==> config.mk <==
export PLATFORM = sky130hd
export DESIGN_NAME = ldad_div_cell
export DESIGN_NICKNAME = d
export VERILOG_FILES = /design/src/design/ldad_pkg.sv /design/src/design/ldad_div_cell.sv
export SDC_FILE = /design/constraint.sdc
export NUM_CORES = 1
export LEC_CHECK = 0
export BUFFER_PORTS_ARGS = -buffer_cell sky130_fd_sc_hd__buf_2
export CAP_MARGIN = 20
export CORE_AREA = 2 2 255 257
export CTS_BUF_LIST = sky130_fd_sc_hd__clkbuf_4 sky130_fd_sc_hd__clkbuf_8
export CTS_CLUSTER_SIZE = 40
export DETAILED_ROUTE_END_ITERATION = 8
export DIE_AREA = 0 0 257 259
export GPL_TIMING_DRIVEN = 0
export PLACE_DENSITY_LB_ADDON = 0.1
export SLEW_MARGIN = 20
export SYNTH_ARGS = -nofsm -noshare
export SYNTH_HDL_FRONTEND = slang
export SYNTH_SLANG_ARGS = --single-unit
==> constraint.sdc <==
create_clock -name clk -period 0.9 [get_ports clk]
set_input_delay 0.09 -clock clk [delete_from_list [all_inputs] [get_ports clk]]
set_output_delay 0.09 -clock clk [all_outputs]
set_load 0.05 [all_outputs]
==> src/design/ldad_pkg.sv <==
// Shared types, constants and helper functions for the line dipole anomaly block.
// Used by every module of the design; depends on nothing.

package ldad_pkg;

	localparam int FRAC_BITS = 16;
	localparam int IN_W      = 32;
	localparam int OUT_W     = 48;
	localparam int NUM_VAL   = 6;
	localparam int ROOT_W    = 32;
	localparam int REM_W     = ROOT_W + 2;
	localparam int RAD_W     = 64;
	localparam int NORM_W    = 31;
	localparam int DIV_W     = 32;
	localparam int NUM_LANE  = 3;

	typedef logic [2:0] reg_idx_t;
	localparam reg_idx_t REG_POS_X  = 3'd0;
	localparam reg_idx_t REG_POS_Z  = 3'd1;
	localparam reg_idx_t REG_COEF_A = 3'd2;
	localparam reg_idx_t REG_COEF_B = 3'd3;
	localparam reg_idx_t REG_COEF_C = 3'd4;

	// The reciprocal lane divides 2^61; its upper 32 bits preload the remainder.
	localparam logic [DIV_W-1:0] IV_REM_INIT = 32'h2000_0000;

	localparam logic [OUT_W-1:0] OUT_MAX = {1'b0, {(OUT_W-1){1'b1}}};
	localparam logic [OUT_W-1:0] OUT_MIN = {1'b1, {(OUT_W-1){1'b0}}};
	localparam logic [63:0] LIM_POS = 64'h0000_7FFF_FFFF_FFFF;
	localparam logic [63:0] LIM_NEG = 64'h0000_8000_0000_0000;

	typedef struct packed {
		logic                    zero;
		logic                    sx;
		logic                    sz;
		logic signed [5:0]       e;
	} side_t;

	typedef struct packed {
		logic [ROOT_W-1:0]       root;
		logic [REM_W-1:0]        rem;
		logic [RAD_W-1:0]        rad;
		logic [NORM_W-1:0]       xm;
		logic [NORM_W-1:0]       zm;
	} sqrt_t;

	typedef struct packed {
		logic [DIV_W-1:0]        rem;
		logic [DIV_W-1:0]        low;
		logic [DIV_W-1:0]        quo;
	} div_lane_t;

	typedef struct packed {
		logic [DIV_W-1:0]        d;
		div_lane_t [NUM_LANE-1:0] lane;
	} div_t;

	typedef struct packed {
		logic                    zero;
		logic [NUM_VAL-1:0][OUT_W-1:0] val;
	} res_t;

	// Arithmetic right shift that rounds toward zero.
	function automatic logic signed [67:0] tzs(input logic signed [67:0] v, input logic [5:0] n);
		logic [67:0] mag;
		mag = v[67] ? 68'(-v) : 68'(v);
		mag = mag >> n;
		tzs = v[67] ? $signed(68'(-mag)) : $signed(mag);
	endfunction

	// Scales by 2^sh; right shifts round toward zero, the result saturates to 48 bits.
	function automatic logic [OUT_W-1:0] scale_sat(input logic signed [63:0] v,
			input logic signed [7:0] sh);
		logic        neg;
		logic [63:0] mag;
		logic [63:0] r;
		logic [7:0]  n;
		logic        sat;
		neg = v[63];
		mag = neg ? 64'(-v) : 64'(v);
		r   = '0;
		sat = 1'b0;
		if (sh <= 8'sd0) begin
			n   = 8'(-sh);
			r   = (n >= 8'd64) ? '0 : mag >> n[5:0];
			sat = neg ? (r > LIM_NEG) : (r > LIM_POS);
		end else begin
			n = 8'(sh);
			if (mag != '0) begin
				sat = (n >= 8'd48) || ((mag >> (6'd47 - n[5:0])) != '0);
			end
			r = mag << n[5:0];
		end
		if (sat) begin
			scale_sat = neg ? OUT_MIN : OUT_MAX;
		end else begin
			scale_sat = neg ? OUT_W'(-r) : OUT_W'(r);
		end
	endfunction

endpackage

==> src/design/ldad_div_cell.sv <==
// One cell of the divider chain: one quotient bit for the two direction
// cosines and the reciprocal range. Depends on ldad_pkg.

module ldad_div_cell
	import ldad_pkg::*;
(
	input  logic  clk,
	input  logic  arst_n,
	input  logic  en,
	input  logic  vld_in,
	input  div_t  dv_in,
	input  side_t side_in,
	output logic  vld_out,
	output div_t  dv_out,
	output side_t side_out
);

	logic [DIV_W:0] r2;
	logic           ge;
	div_t           nxt;

	always_comb begin
		nxt = dv_in;
		r2  = '0;
		ge  = 1'b0;
		for (int i = 0; i < NUM_LANE; i++) begin
			r2 = {dv_in.lane[i].rem, dv_in.lane[i].low[DIV_W-1]};
			ge = (r2 >= {1'b0, dv_in.d});
			nxt.lane[i].rem = ge ? DIV_W'(r2 - {1'b0, dv_in.d}) : r2[DIV_W-1:0];
			nxt.lane[i].low = {dv_in.lane[i].low[DIV_W-2:0], 1'b0};
			nxt.lane[i].quo = {dv_in.lane[i].quo[DIV_W-2:0], ge};
		end
	end

	always_ff @(posedge clk or negedge arst_n) begin
		if (!arst_n) begin
			vld_out <= 1'b0;
		end else if (en) begin
			vld_out <= vld_in;
		end
	end

	always_ff @(posedge clk) begin
		if (en) begin
			dv_out   <= nxt;
			side_out <= side_in;
		end
	end

endmodule

==> metrics.yaml <==
async_flop_share: 0.003058
io_buffers: 656
ir_worst_vdd_uv: 1140
worstMarginPinSlew_ps: 657.8
syn_inst: 1294
antenna_found_initial: 22
clock_latency_ps: 660
die-area_um2: 66560
p_leak_nw: 12.97
rsz0062_at_grt: "true"
ant_nets: 0
htreeDepth: 2
status: "finished with violations"
timing.hold.ws_ps: -330.5
yosysUniqueCellTypes: 78
powerDensity_nw_per_um2: 1760
hp-class: "primary input to register"
ys_ff_latch: 327
vias: 15400
drc: 0
min_from: "dv_in[288]"
cpPeakStageDelay_ps: 430
reg2reg_from: "vld_out$_DFFE_PN0P_"
nets: 2905
tritoncts: "done"
tns_ps: -265550
crit_required_ps: 1300
holdPathStages: 1
row_count: 93
ys_warn_count: 0
synth_edf_count: 326
critPathCaptureType: "register"
drt_iter0_drc: 824
coreArea_um2: 63880
worstRegToRegCells: 1
synth_top_area_frac: 0.5935
r2r_end: "vld_out$_DFFE_PN0P_"
final-hold-violation-count: 49
synth_top_area_cell: "edfxtp_1"
wirelength_um: 71600
place_area_um2: 21500
top_level_ports: 663
cpMaxStageDelayCell: "or3_4"
finalSetupViolations: 427
cts.path.max_buffers: 3
violations: "negative hold slack, negative setup slack"
final_area_um2: 31330
drive_gt1_frac: 0.5056
grt_pass1_wl_um: 101300
crit_buf_inv: 5
path_cells: "buf_8 > clkinvlp_4 > buf_12 > ha_4 > nand4_1 > or3_4 > o41ai_4 > or3_1 > a21oi_2 > or2_4 > clkinv_8 > buf_12 > mux2_4"
viasPerCell: 4.551
yosysMostFrequentCell: "edfxtp_1"
dp_hpwl_um: 52110
worst-path-max-fanout: 6
yosys_most_used_dff: "edfxtp_1"
crit_path_start_kind: "primary input"
track_usage: 0.2028
start_util: 0.2582
setup_slack_ps: -1471
synth_area_leaders: "edfxtp_1, ha_1, o21ai_0, xnor2_1, a21o_1"
wl_per_cell_um: 21.16
yosysSeqAreaShare: 0.5950
total_power_mw: 55.14
clock-sinks: 327
cts-root-buf: "clkbuf_8"
yosys-top-cells-count: "edfxtp_1, ha_1, nand2_1, o21ai_0, a21oi_1"
pre_cts_slack_ps: -2865
syn-cell-area_um2: 16490
cap_violations: 0
maxSlewViolCount: 0
grt_max_degree: 100
timing.final.crit_share: 2.634
drt_pass1_iterations: 7
hold_end: "dv_out[288]$_DFFE_PP_"
grt.overflow.total: 0
area_delta_synth_final_pct: 89.93
path_clk_slew_ps: 60
critPathArrivalTime_ps: 2770
r2r_slack_ps: 120
fmax_mhz: 421.8
gp_congestion: 0.8445
slew_headroom: 0.5568
fin_skew_ps: 0
synth.avg_cell_area_um2: 12.75
min_period_ps: 2371
fp.dieH_um: 259
grt_pass1_vias: 16050
crit_type: "primary input to register"
critPathTopFamily: "simple AND/OR/NAND/NOR gates"
fp.dieW_um: 257
path_common_cell: "buf_12"
cts_made_buffers: 60
[cell type report]
cell class              instances  area [um2]
inverters                      70       446.7
diodes                         13       32.53
clock buffers                  78       967.2
repair buffers               1138       10350
clock inverters                27       214.0
plain buffers                  25       299.0
well taps                     855        1070
multi-input cells             851        8129
fillers                      5734       32560
flip-flops and latches        327        9816
[worst max path at each step]
stage	from	end	slack (ps)	depth (start not counted)
after floorplan	dv_in[289]	dv_out[169]$_DFFE_PP_	-1810	14
after global placement	en	vld_out$_DFFE_PN0P_	-5650	2
after detailed placement	dv_in[308]	dv_out[184]$_DFFE_PP_	-2870	15
after CTS	dv_in[293]	dv_out[169]$_DFFE_PP_	-1430	15
after global routing	dv_in[302]	dv_out[81]$_DFFE_PP_	-1470	13
final	dv_in[302]	dv_out[81]$_DFFE_PP_	-1470	13
[report_power, final]
part	leakage (nW)	switching [mW]	internal, mW	total (mW)
registers	3.20	0.760	18.8	19.5
clock network	0.627	6.60	7.84	14.4
logic	9.14	12.0	9.13	21.2
total	13.0	19.4	35.7	55.1
[metal layers]
layer  wire length (um)  up-vias  GRT usage
li1                   -     7290          -
met1              28290     7526     0.2368
met2              37400      465     0.3655
met3               4003      117    0.04501
met4               1871        4    0.06993
met5                 30        -          0
[layout by cell type (no fill, tap or decap), types with 36 or more instances in the layout]
cell type,n
a21o_1,56
a21oi_1,57
buf_2,309
buf_4,112
buf_6,367
clkbuf_8,64
dlygate4sd3_1,321
edfxtp_1,326
ha_4,56
inv_1,36
mux2_4,41
nand2_1,77
nor2_1,46
o21ai_2,44
xnor2_1,51
[registers in the layout (all words and copies together) (netlist names)]
signal	count
side_out	9
vld_out	1
dv_out	317
[what timing repair did]
item,in CTS,in global routing
buffers inserted,94,63
gates cloned,6,4
endpoints found under the setup margin,426,427
hold buffers,312,11
gates resized for setup,910,221
pin swaps,47,84
endpoints found under the hold margin,393,84
[stage by stage]
stage               utilization  instances
CTS                      0.4682       3311
global route             0.4903       3381
floorplan                     -       1296
finish                   0.4904       3384
detailed placement       0.3365       2810
global placement         0.3350       2807
[cells by family (layout without fill, tap and decap cells)]
| family | count (synthesis) | after routing | share of synthesized area |
|---|---|---|---|
| AOI/OAI and AO/OA | 340 | 341 | 0.1338 |
| adders and majority gates | 99 | 99 | 0.07646 |
| other | 1 | 16 | 0.0002273 |
| DFF | 327 | 327 | 0.5950 |
| muxes | 50 | 50 | 0.03770 |
| xor gates and xnor gates | 73 | 73 | 0.03876 |
| buffers and inverters | 119 | 1338 | 0.03193 |
| and+or+nand+nor | 285 | 285 | 0.08610 |
Note: power is estimated with default switching activity, not from simulation.
