## src/design/ldad_pkg.sv

```systemverilog
// Shared types, constants and helper functions for the line dipole anomaly block.
// Used by every module of the design; depends on nothing.

package ldad_pkg;

	localparam int FRAC_BITS = 16;
	localparam int IN_W      = 32;
	localparam int OUT_W     = 48;
	localparam int NUM_VAL   = 6;
	localparam int ROOT_W    = 32;
	localparam int REM_W     = ROOT_W + 2;
	localparam int RAD_W     = 64;
	localparam int NORM_W    = 31;
	localparam int DIV_W     = 32;
	localparam int NUM_LANE  = 3;

	typedef logic [2:0] reg_idx_t;
	localparam reg_idx_t REG_POS_X  = 3'd0;
	localparam reg_idx_t REG_POS_Z  = 3'd1;
	localparam reg_idx_t REG_COEF_A = 3'd2;
	localparam reg_idx_t REG_COEF_B = 3'd3;
	localparam reg_idx_t REG_COEF_C = 3'd4;

	// The reciprocal lane divides 2^61; its upper 32 bits preload the remainder.
	localparam logic [DIV_W-1:0] IV_REM_INIT = 32'h2000_0000;

	localparam logic [OUT_W-1:0] OUT_MAX = {1'b0, {(OUT_W-1){1'b1}}};
	localparam logic [OUT_W-1:0] OUT_MIN = {1'b1, {(OUT_W-1){1'b0}}};
	localparam logic [63:0] LIM_POS = 64'h0000_7FFF_FFFF_FFFF;
	localparam logic [63:0] LIM_NEG = 64'h0000_8000_0000_0000;

	typedef struct packed {
		logic                    zero;
		logic                    sx;
		logic                    sz;
		logic signed [5:0]       e;
	} side_t;

	typedef struct packed {
		logic [ROOT_W-1:0]       root;
		logic [REM_W-1:0]        rem;
		logic [RAD_W-1:0]        rad;
		logic [NORM_W-1:0]       xm;
		logic [NORM_W-1:0]       zm;
	} sqrt_t;

	typedef struct packed {
		logic [DIV_W-1:0]        rem;
		logic [DIV_W-1:0]        low;
		logic [DIV_W-1:0]        quo;
	} div_lane_t;

	typedef struct packed {
		logic [DIV_W-1:0]        d;
		div_lane_t [NUM_LANE-1:0] lane;
	} div_t;

	typedef struct packed {
		logic                    zero;
		logic [NUM_VAL-1:0][OUT_W-1:0] val;
	} res_t;

	// Arithmetic right shift that rounds toward zero.
	function automatic logic signed [67:0] tzs(input logic signed [67:0] v, input logic [5:0] n);
		logic [67:0] mag;
		mag = v[67] ? 68'(-v) : 68'(v);
		mag = mag >> n;
		tzs = v[67] ? $signed(68'(-mag)) : $signed(mag);
	endfunction

	// Scales by 2^sh; right shifts round toward zero, the result saturates to 48 bits.
	function automatic logic [OUT_W-1:0] scale_sat(input logic signed [63:0] v,
			input logic signed [7:0] sh);
		logic        neg;
		logic [63:0] mag;
		logic [63:0] r;
		logic [7:0]  n;
		logic        sat;
		neg = v[63];
		mag = neg ? 64'(-v) : 64'(v);
		r   = '0;
		sat = 1'b0;
		if (sh <= 8'sd0) begin
			n   = 8'(-sh);
			r   = (n >= 8'd64) ? '0 : mag >> n[5:0];
			sat = neg ? (r > LIM_NEG) : (r > LIM_POS);
		end else begin
			n = 8'(sh);
			if (mag != '0) begin
				sat = (n >= 8'd48) || ((mag >> (6'd47 - n[5:0])) != '0);
			end
			r = mag << n[5:0];
		end
		if (sat) begin
			scale_sat = neg ? OUT_MIN : OUT_MAX;
		end else begin
			scale_sat = neg ? OUT_W'(-r) : OUT_W'(r);
		end
	endfunction

endpackage

```

## src/design/ldad_sqrt_cell.sv

```systemverilog
// One cell of the square root chain: settles one root bit per stage.
// Depends on ldad_pkg.

module ldad_sqrt_cell
	import ldad_pkg::*;
(
	input  logic  clk,
	input  logic  arst_n,
	input  logic  en,
	input  logic  vld_in,
	input  sqrt_t sq_in,
	input  side_t side_in,
	output logic  vld_out,
	output sqrt_t sq_out,
	output side_t side_out
);

	logic [REM_W:0] cand;
	logic [REM_W:0] trial;
	sqrt_t          nxt;

	always_comb begin
		cand  = {sq_in.rem[REM_W-2:0], sq_in.rad[RAD_W-1 -: 2]};
		trial = {1'b0, sq_in.root, 2'b01};
		nxt   = sq_in;
		nxt.rad = {sq_in.rad[RAD_W-3:0], 2'b00};
		if (cand >= trial) begin
			nxt.rem  = REM_W'(cand - trial);
			nxt.root = {sq_in.root[ROOT_W-2:0], 1'b1};
		end else begin
			nxt.rem  = cand[REM_W-1:0];
			nxt.root = {sq_in.root[ROOT_W-2:0], 1'b0};
		end
	end

	always_ff @(posedge clk or negedge arst_n) begin
		if (!arst_n) begin
			vld_out <= 1'b0;
		end else if (en) begin
			vld_out <= vld_in;
		end
	end

	always_ff @(posedge clk) begin
		if (en) begin
			sq_out   <= nxt;
			side_out <= side_in;
		end
	end

endmodule

```

## config.mk

```make
export PLATFORM = sky130hd
export DESIGN_NAME = ldad_sqrt_cell
export DESIGN_NICKNAME = d
export VERILOG_FILES = /design/src/design/ldad_pkg.sv /design/src/design/ldad_sqrt_cell.sv
export SDC_FILE = /design/constraint.sdc
export NUM_CORES = 1
export LEC_CHECK = 0
export ABC_AREA = 1
export BUFFER_PORTS_ARGS = -buffer_cell sky130_fd_sc_hd__buf_2
export CAP_MARGIN = 20
export CORE_AREA = 2 2 159 161
export CTS_CLUSTER_SIZE = 10
export DETAILED_ROUTE_END_ITERATION = 16
export DIE_AREA = 0 0 161 163
export PLACE_DENSITY = 0.66
export SYNTH_ARGS = -nofsm -noshare
export SYNTH_HDL_FRONTEND = slang
export SYNTH_SLANG_ARGS = --single-unit
```

## constraint.sdc

```tcl
create_clock -name clk -period 0.9 [get_ports clk]
set_input_delay 0.045 -clock clk [delete_from_list [all_inputs] [get_ports clk]]
set_output_delay 0.045 -clock clk [all_outputs]
set_load 0.01 [all_outputs]
```

==> impl_summary.md <==
Floorplan
For this design the top-level I/O count stands at 407. The initial core utilization is 37.1%. The die outline area is approximately 0.026 mm2. The overall die width is 161 um. The area inside the core boundary is 0.0247 mm2. From bottom edge to top edge, the die measures approximately 160 um. The floorplan row count is 58.

Hold path
In this run the worst hold path is classified as in -> reg. Along the worst hold path, the cell count comes to 4. The start point of the worst hold path is sq_in[153]. The worst hold path terminates at sq_out[155].

Global route
Entering global routing, the biggest net connects 36 pins. The number of global-route vias before repair came to 8,951. The wire length of the first global-routing pass is 50,300 um.

The aggregate global routing overflow is 0. The number of antenna violations at the first check in global routing is 3. The global router's overall resource usage is between 20 and 30%.

Route
The detail route stage leaves a number of antenna-violating nets equal to 0. Summing over every cut layer, the via total after detailed routing is around 9,000. The total iterations of the first detailed-routing run is 5.

After detailed routing, the number of remaining DRC violations is 0. The first routing iteration left 560 violations. The total length of routed wires is 34,900 um. The average detailed-routed wire length per instance is around 18 um. Dividing the detail-routed via count by the number of cells gives roughly 4.6.

Setup path
The end of the worst register-to-register path is vld_out. The startpoint of the lowest-slack register-to-register path is vld_out. The data arrival time of the worst path is 1.64 ns. In this run the worst path has a maximum fanout of 8.

Among all stages on the critical path, the largest delay is contributed by sky130_fd_sc_hd__ha_4. Setup slack on the worst reg-to-reg path comes out at approximately 0.16 ns. The endpoint required time on the critical path is 1.10 ns.

STA classifies the critical path startpoint as an input pin. The category of the worst setup path capture point is a flip-flop. Traced cell by cell, the critical path runs through buf_8 -> inv_4 -> ha_4 -> nand2_4 -> inv_2 -> nand2_2 -> nor3_2 -> nand2_1 -> nor2_2 -> a21oi_4 -> nand2_8 -> buf_12 -> clkinv_16 -> nand2_2 -> nand2_1.

The critical path class is in -> reg. Tracing the worst setup path back leads to its startpoint at sq_in[168]. For this run, the slowest stage of the critical path takes 0.30 ns.

The depth of the worst register-to-register path is 1.

Clock network
The number of clock buffers added by TritonCTS is 17. The root buffer cell is sky130_fd_sc_hd__clkbuf_16. The clock passes through at most 2 buffers.

The clock tree from TritonCTS is yes. The later-pin clock latency in the skew report is roughly 0.43 ns. The H-tree was split into 4 levels. The number of clock sinks is 200. Clock-pin slew was measured on the worst setup and hold paths at 0.09 ns.

Power and ir drop
The leakage component of the power is 7.71 nW. VDD sags by at most 0.00120 V. The design draws between 20 and 30 mW. Dividing total power by cell area gives a power density of 1590 mW/mm2.

STA
The hold violation total from the final report came to 0. Setup repair after global routing could not meet its margin everywhere. Summed over all failing endpoints, the final setup total negative slack is -38.08 ns. Across all setup checks in the final design, the least slack found is -0.548 ns. Counting I/O delays and the setup requirement, the final critical path takes 1.45 ns. The number of max-slew violations in the final report is 0. The post-route clock period utilization is 161%. Based on the critical path, the design can be clocked at up to 0.690 GHz.

Setup violations remaining at the end of the flow were counted as 235. Across the routed clock network, the largest skew measured is 0 ns.

Cells and area
The library cells used most frequently in the layout, excluding fill and tap cells, are sky130_fd_sc_hd__buf_2 (363), sky130_fd_sc_hd__edfxtp_1 (199), sky130_fd_sc_hd__dlygate4sd3_1 (189), sky130_fd_sc_hd__nand2_1 (184), sky130_fd_sc_hd__buf_4 (132). Relative to the synthesized area, the layout overhead comes to 80.3%. The most frequent standard cell in the layout excluding fill and tap cells is sky130_fd_sc_hd__buf_2.

The fraction of final layout cells sized beyond drive strength 1 is between 50% and 60%. The final net count is 1,831.

Yosys
Summing the sequential cell areas from Yosys gives 65.5% of the chip area. The Yosys step of the flow raised 0 warnings. The synthesized flop and latch total is 200. Counting distinct cell types in the post-synthesis netlist gives 34. After synthesis, the share of flip-flops with an asynchronous set or reset is less than 1%.

The synthesized instance count is approximately 840. Summing every instance area after synthesis gives 0.00916 mm2. The synthesized design contains 199 enable-type register cells. The most used flip-flop cell after synthesis is sky130_fd_sc_hd__edfxtp_1.

Each instance of the synthesized netlist takes up on average 10.9 um2.

Placed design
After legalization and detailed placement, the total HPWL measured 24,400 um. During placement, the flow inserted port buffers numbering 403. Before CTS, the worst setup slack after placement is -1.04 ns.

The congestion estimate from routability-driven global placement came to 0.900.

Outcome
The flow ran to the end, but the final reports show violations. The final reports fail on setup timing.

Job
Max-cap violations in this run came to 0.
worst max path at each step:
stage                       end  slack (ns)  cells past startpoint
floorplan           sq_out[156]       -0.66                     16
global placement    sq_out[127]       -0.99                     16
detailed placement  sq_out[127]       -1.04                     16
CTS                 sq_out[127]       -0.47                     12
global route        sq_out[156]       -0.66                     14
finish              sq_out[136]       -0.55                     15
repair_timing:
action	4_1_cts	5_1_grt
cloned	1	1
pin swaps	3	46
hold buffers	187	2
buffers inserted	5	7
resized for setup	68	158
endpoints found under the hold margin	186	2
endpoints found under the setup margin	235	235
cell usage after synthesis, types with 5 or more instances:
| library cell | number | share of area, % |
|---|---|---|
| sky130_fd_sc_hd__a21oi_1 | 26 | 1.4 |
| sky130_fd_sc_hd__edfxtp_1 | 199 | 65 |
| sky130_fd_sc_hd__ha_1 | 34 | 4.6 |
| sky130_fd_sc_hd__inv_1 | 135 | 5.5 |
| sky130_fd_sc_hd__nand2_1 | 263 | 11 |
| sky130_fd_sc_hd__nand2_2 | 27 | 1.8 |
| sky130_fd_sc_hd__nand3_1 | 34 | 1.9 |
| sky130_fd_sc_hd__nor2_1 | 43 | 1.8 |
| sky130_fd_sc_hd__nor2_2 | 7 | 0.48 |
| sky130_fd_sc_hd__nor3_1 | 5 | 0.27 |
| sky130_fd_sc_hd__o21ai_0 | 13 | 0.71 |
| sky130_fd_sc_hd__xor2_1 | 17 | 1.6 |
cell type report:
type,instances,area (um2)
multi-input combinational,495,3470
fill,1883,8160
tap,330,413
clock inverter,15,189
timing repair buffer,735,5370
sequential,200,6000
clock buffer,17,425
timing repair inverter,2,46.3
antenna,3,7.51
inverter,141,587
routing by layer:
metal	part of all wire, %	up-vias	GRT usage, %
met5	0	-	0
met4	3.8	0	9.29
li1	-	4251	-
met2	51	341	45.2
met1	40	4213	31.1
met3	5.6	78	4.79
critical path: cells and delay by family:
family / cells / cell delay (ns)
fa+ha+maj: 1 / 0.30
buf+inv: 5 / 0.38
simple gates: 8 / 0.80
compound gates: 1 / 0.09
power by group:
group | leakage (nW) | switching (mW) | internal (mW)
Clock | 0.296 | 4.12 | 3.82
Sequential | 1.96 | 0.264 | 11.2
Combinational | 5.46 | 3.49 | 3.32
Total | 7.71 | 7.87 | 18.4
state kept, by name, indices dropped and copies added (netlist names):
register  flops
side_out      9
vld_out       1
sq_out      190
stage by stage:
step                area [um2]  cells  util (%)  hold WS (ns)
global placement         13100   1700      53.0        -0.167
finish                   16500   1938      66.9        0.0141
CTS                      15800   1925      64.2      0.000250
floorplan                 9670    844         -        -0.251
detailed placement       13100   1700      53.0        -0.170
global route             16500   1938      66.9        0.0116
kinds of logic (layout without fill, tap and decap cells):
group / after synthesis / after routing / share of synthesized area (%)
xor gates and xnor gates: 18 / 18 / 1.72
buffers and inverters: 149 / 910 / 6.95
and+or+nand+nor: 393 / 393 / 18.3
other: 1 / 5 / 0.0409
adders and majority gates: 34 / 34 / 4.64
muxes: 1 / 1 / 0.123
DFF: 200 / 200 / 65.5
AOI/OAI and AO/OA: 47 / 47 / 2.73
(Power assumes the default switching activity.)
